**src/ibd_pkg.sv**
```systemverilog
// shared types, constants and reciprocal table for the image block downscaler
// no dependencies
`default_nettype none
package ibd_pkg;

    localparam int MAX_FACTOR = 16;
    localparam int LANE_W     = 16;
    localparam int RECIP_W    = 23;
    localparam int RECIP_SH   = 24;
    localparam int PROD_W     = LANE_W + RECIP_W;

    localparam logic [2:0] REG_WIDTH  = 3'd0;
    localparam logic [2:0] REG_HEIGHT = 3'd1;
    localparam logic [2:0] REG_FACTOR = 3'd2;
    localparam logic [2:0] REG_COLOUR = 3'd3;

    // 3x3 weights, row major
    localparam logic [2:0] WEIGHTS3 [9] = '{3'd1, 3'd2, 3'd1, 3'd2, 3'd4, 3'd2,
                                            3'd1, 3'd2, 3'd1};

    typedef logic [LANE_W-1:0] t_lane;

    typedef struct packed {
        logic               wr;
        logic               first;
        logic [2:0]         weight;
        logic [7:0]         red;
        logic [7:0]         green;
        logic [7:0]         blue;
        logic               done;
        logic               last;
        logic [RECIP_W-1:0] recip;
    } t_acc_req;

    typedef struct packed {
        logic               done;
        logic               last;
        t_lane              s_red;
        t_lane              s_green;
        t_lane              s_blue;
        logic [RECIP_W-1:0] recip;
    } t_sum;

    // ceil(2^24 / divisor), divisor is f*f for even f and 16 for f = 3
    function automatic logic [RECIP_W-1:0] recip_of(input logic [4:0] f);
        logic [RECIP_W-1:0] m;
        case (f)
            5'd2:    m = 23'd4194304;
            5'd3:    m = 23'd1048576;
            5'd4:    m = 23'd1048576;
            5'd6:    m = 23'd466034;
            5'd8:    m = 23'd262144;
            5'd10:   m = 23'd167773;
            5'd12:   m = 23'd116509;
            5'd14:   m = 23'd85599;
            5'd16:   m = 23'd65536;
            default: m = '0;
        endcase
        return m;
    endfunction

endpackage
`default_nettype wire

```
**src/ibd_scale.sv**
```systemverilog
// reciprocal multiply of tile sums and output register
// depends on ibd_pkg
`default_nettype none
module ibd_scale (
    input  wire logic          i_clk,
    input  wire logic          i_rst_n,
    input  wire logic          i_adv,
    input  wire logic          i_sum_vld,
    input  wire ibd_pkg::t_sum i_sum,
    output logic               o_out_valid,
    output logic [7:0]         o_out_red,
    output logic [7:0]         o_out_green,
    output logic [7:0]         o_out_blue,
    output logic               o_out_last
);
    logic [ibd_pkg::PROD_W-1:0] r_p_red;
    logic [ibd_pkg::PROD_W-1:0] r_p_green;
    logic [ibd_pkg::PROD_W-1:0] r_p_blue;
    logic                       r_p_last;
    logic                       r_p_vld;

    always_ff @(posedge i_clk) begin
        if (i_adv) begin
            r_p_red     <= ibd_pkg::PROD_W'(i_sum.s_red)   * ibd_pkg::PROD_W'(i_sum.recip);
            r_p_green   <= ibd_pkg::PROD_W'(i_sum.s_green) * ibd_pkg::PROD_W'(i_sum.recip);
            r_p_blue    <= ibd_pkg::PROD_W'(i_sum.s_blue)  * ibd_pkg::PROD_W'(i_sum.recip);
            r_p_last    <= i_sum.last;
            o_out_red   <= r_p_red[ibd_pkg::RECIP_SH +: 8];
            o_out_green <= r_p_green[ibd_pkg::RECIP_SH +: 8];
            o_out_blue  <= r_p_blue[ibd_pkg::RECIP_SH +: 8];
            o_out_last  <= r_p_last;
        end
    end

    always_ff @(posedge i_clk) begin
        if (!i_rst_n) begin
            r_p_vld     <= 1'b0;
            o_out_valid <= 1'b0;
        end else if (i_adv) begin
            r_p_vld     <= i_sum_vld;
            o_out_valid <= r_p_vld;
        end
    end
endmodule
`default_nettype wire

```
**config.mk**
```make
export PLATFORM = sky130hd
export DESIGN_NAME = ibd_scale
export DESIGN_NICKNAME = d
export VERILOG_FILES = /design/src/ibd_pkg.sv /design/src/ibd_scale.sv
export SDC_FILE = /design/constraint.sdc
export NUM_CORES = 2
export LEC_CHECK = 0
export ABC_AREA = 1
export BUFFER_PORTS_ARGS = -buffer_cell sky130_fd_sc_hd__buf_4
export CORE_ASPECT_RATIO = 0.6
export CORE_UTILIZATION = 55
export DETAILED_ROUTE_END_ITERATION = 10
export GPL_TIMING_DRIVEN = 1
export PLACE_DENSITY = 0.68
export SETUP_SLACK_MARGIN = 0.05
export SLEW_MARGIN = 5
export SYNTH_ARGS = -nofsm -noshare
export SYNTH_HDL_FRONTEND = slang
export SYNTH_SLANG_ARGS = --single-unit
```
**constraint.sdc**
```tcl
create_clock -name i_clk -period 9.1 [get_ports i_clk]
set_input_delay 0.91 -clock i_clk [delete_from_list [all_inputs] [get_ports i_clk]]
set_output_delay 0.91 -clock i_clk [all_outputs]
set_load 0.1 [all_outputs]
```
==> reports/metrics.cfg <==
[status]
status = finished, final reports clean

[global_route]
grt_antenna_before_repair = 1
grt_max_degree = 54
grt-ovfl-total = 0
grtUsageTotal = 0.316
grt_pass1_wl_um = 156000
grt_pass1_vias = 28000

[clock_tree]
tritoncts = done
hold_buffers = 0
cts_max_level = 2
clkSinkCount = 52
cts_buffer_depth = 2
insertion_delay_ns = 0.37
cts_setup_buffers = 0
cts_made_buffers = 5
path_clk_slew_ns = 0.10
cts_resized = 0
ctsRootBufferMaster = clkbuf_16

[synthesis]
synth_warnings = 0
ys_top_cells_by_area = fa_1 47%, inv_1 16%, nand2_1 15%
synthFlopType = edfxtp_1
syn-num-nets = 5713
syn_inst = 4592
ys_ff_latch = 52
yosys.area.top_type = fa_1
syn_avg_cell_area_um2 = 7.51
synth_edf_count = 50
ys_async_sr_fraction = 0
synth_area_um2 = 34500
ys_types = 35
seq_area_frac_synth = 0.0447
synth_top_area_frac = 0.474

[critical_path]
worstPathRequired_ns = 9.21
r2r_slack_ns = 8.36
r2r_start = r_p_green[24]$_DFFE_PP_
critPathArrivalTime_ns = 6.68
endpoint = r_p_blue[28]$_DFFE_PP_
crit_type = input port to flip-flop
crit_fanout = 48
setup.worst_path.start_class = input port
end_kind = flip-flop
crit_start = i_sum[11]
r2r-end = o_out_green[0]$_DFFE_PP_
r2r_cells = 0

[floorplanning]
die_w_um = 325
die_height_um = 196
core_area_um2 = 61500
rows = 70
ios = 103
dieArea_um2 = 63800
start_util = 0.561

[cells_and_area]
final_net_count = 5616
final_common_cell = inv_1
nFillCells = 5844
final_util = 0.580
final_cell_mix = 1428 x inv_1, 1410 x nand2_1, 816 x fa_1
syn_to_final_growth_pct = 3.30
drive_above_1_share = 0.0323

[drt]
drt_iter0_drc = 2423
vias = 27400
drtPass1Iterations = 6
avgRoutedWirePerCell_um = 17.6
ant_nets = 0
wl_um = 93800
vias_per_cell = 5.15
drc = 0

[worst_hold_path]
min_path_cells = 0
hold_class = flip-flop to flip-flop

[placement]
pre_cts_ws_ns = 2.28
hpwl_um = 70400
routabilityCongestion = 1.01
io_buffers = 101

[timing]
slew_headroom = 0.373
hold_viol = 0
rsz0062_at_grt = no
worst_slew_pin_slew_ns = 0.940
min_period_over_period = 0.722
setup-tns-final_ns = 0
fin_crit_ns = 6.57
fin_worst_skew_ns = 0.0219
fmax_mhz = 152
setup_viol_count_final = 0
final.setup.worst_slack_ns = 2.53
slew_violations = 0

[job]
maxCapViolCount = 0

==> cells in the mapped netlist (4+ instances only) <==
master / instances
nand2_1: 1410
nand3b_1: 7
nor2_1: 114
nand3_1: 95
a21o_1: 11
o21bai_1: 13
edfxtp_1: 50
inv_1: 1428
a21oi_1: 81
buf_1: 36
nor2_2: 5
ha_1: 228
fa_1: 816
a21boi_0: 6
buf_2: 13
inv_2: 14
nand2_2: 10
nand4_1: 14
nand3_2: 4
o21ai_0: 27
nor4_1: 6
nor3_1: 18
o21ai_1: 10
buf_4: 4
clkbuf_1: 152
==> layer usage <==
layer  routed length (um)  up-vias  part of all wire  global-route usage
met5                    0        -                 0                   0
met4                  841        0            0.0090              0.0388
met3                11100       60              0.12              0.0633
met2                35400     1321              0.38               0.417
met1                46500    13500              0.50               0.535
li1                     -    12600                 -                   -
==> cell families after synthesis <==
logic type                 after synthesis  synth area share
adders and majority gates             1044             0.556
AOI/OAI and AO/OA                      152            0.0245
xor gates and xnor gates                 5           0.00127
and+or+nand+nor                       1688             0.193
DFF                                     52            0.0447
buffers and inverters                 1651             0.181
==> critical path, cell delays in order <==
cell,delay [ns]
buf_4,0.63
nand2_1,0.19
fa_1,0.54
fa_1,0.48
fa_1,0.55
inv_1,0.06
fa_1,0.50
fa_1,0.50
inv_1,0.05
fa_1,0.49
inv_1,0.05
ha_1,0.31
a21oi_1,0.27
nor2_1,0.11
o21ai_0,0.25
nand2_1,0.17
a21oi_1,0.36
nand2_1,0.10
nand2_1,0.09
nand2_1,0.05
==> area by class of cell <==
cell class | instances | area, um2 | area share
well taps | 828 | 1040 | 0.0291
clock buffers | 6 | 129 | 0.00362
diodes | 1 | 2.50 | 0.0000702
inverters | 1445 | 5420 | 0.152
repair buffers | 102 | 766 | 0.0215
clock inverters | 2 | 16.3 | 0.000456
flip-flops and latches | 52 | 1540 | 0.0433
multi-input cells | 2889 | 26700 | 0.750
==> through the flow <==
stage / area [um2] / instances / hold slack [ns]
floorplan: 34500 / 4592 / 0.400
global placement: 35500 / 5316 / 0.401
detailed placement: 35500 / 5316 / 0.405
CTS: 35600 / 5324 / 0.410
global route: 35600 / 5325 / 0.426
finish: 35600 / 5325 / 0.402
==> flip-flops by register name, indices dropped and copies added (netlist names) <==
| signal | count |
|---|---|
| o_out_blue | 8 |
| o_out_green | 8 |
| o_out_last | 1 |
| o_out_red | 8 |
| o_out_valid | 1 |
| r_p_blue | 8 |
| r_p_green | 8 |
| r_p_last | 1 |
| r_p_red | 8 |
| r_p_vld | 1 |
==> worst min path at each step <==
stage | startpoint | end | slack [ns]
2_1_floorplan | r_p_blue[24]$_DFFE_PP_ | o_out_blue[0]$_DFFE_PP_ | 0.40
3_3_place_gp | r_p_blue[27]$_DFFE_PP_ | o_out_blue[3]$_DFFE_PP_ | 0.40
3_5_place_dp | r_p_blue[25]$_DFFE_PP_ | o_out_blue[1]$_DFFE_PP_ | 0.40
4_1_cts | r_p_green[26]$_DFFE_PP_ | o_out_green[2]$_DFFE_PP_ | 0.41
5_1_grt | r_p_green[26]$_DFFE_PP_ | o_out_green[2]$_DFFE_PP_ | 0.43
6_report | r_p_green[26]$_DFFE_PP_ | o_out_green[2]$_DFFE_PP_ | 0.40
Power is left out: the tool's default activity adds up to more than one toggle a clock period on the data nets, which glitch-free logic cannot reach.
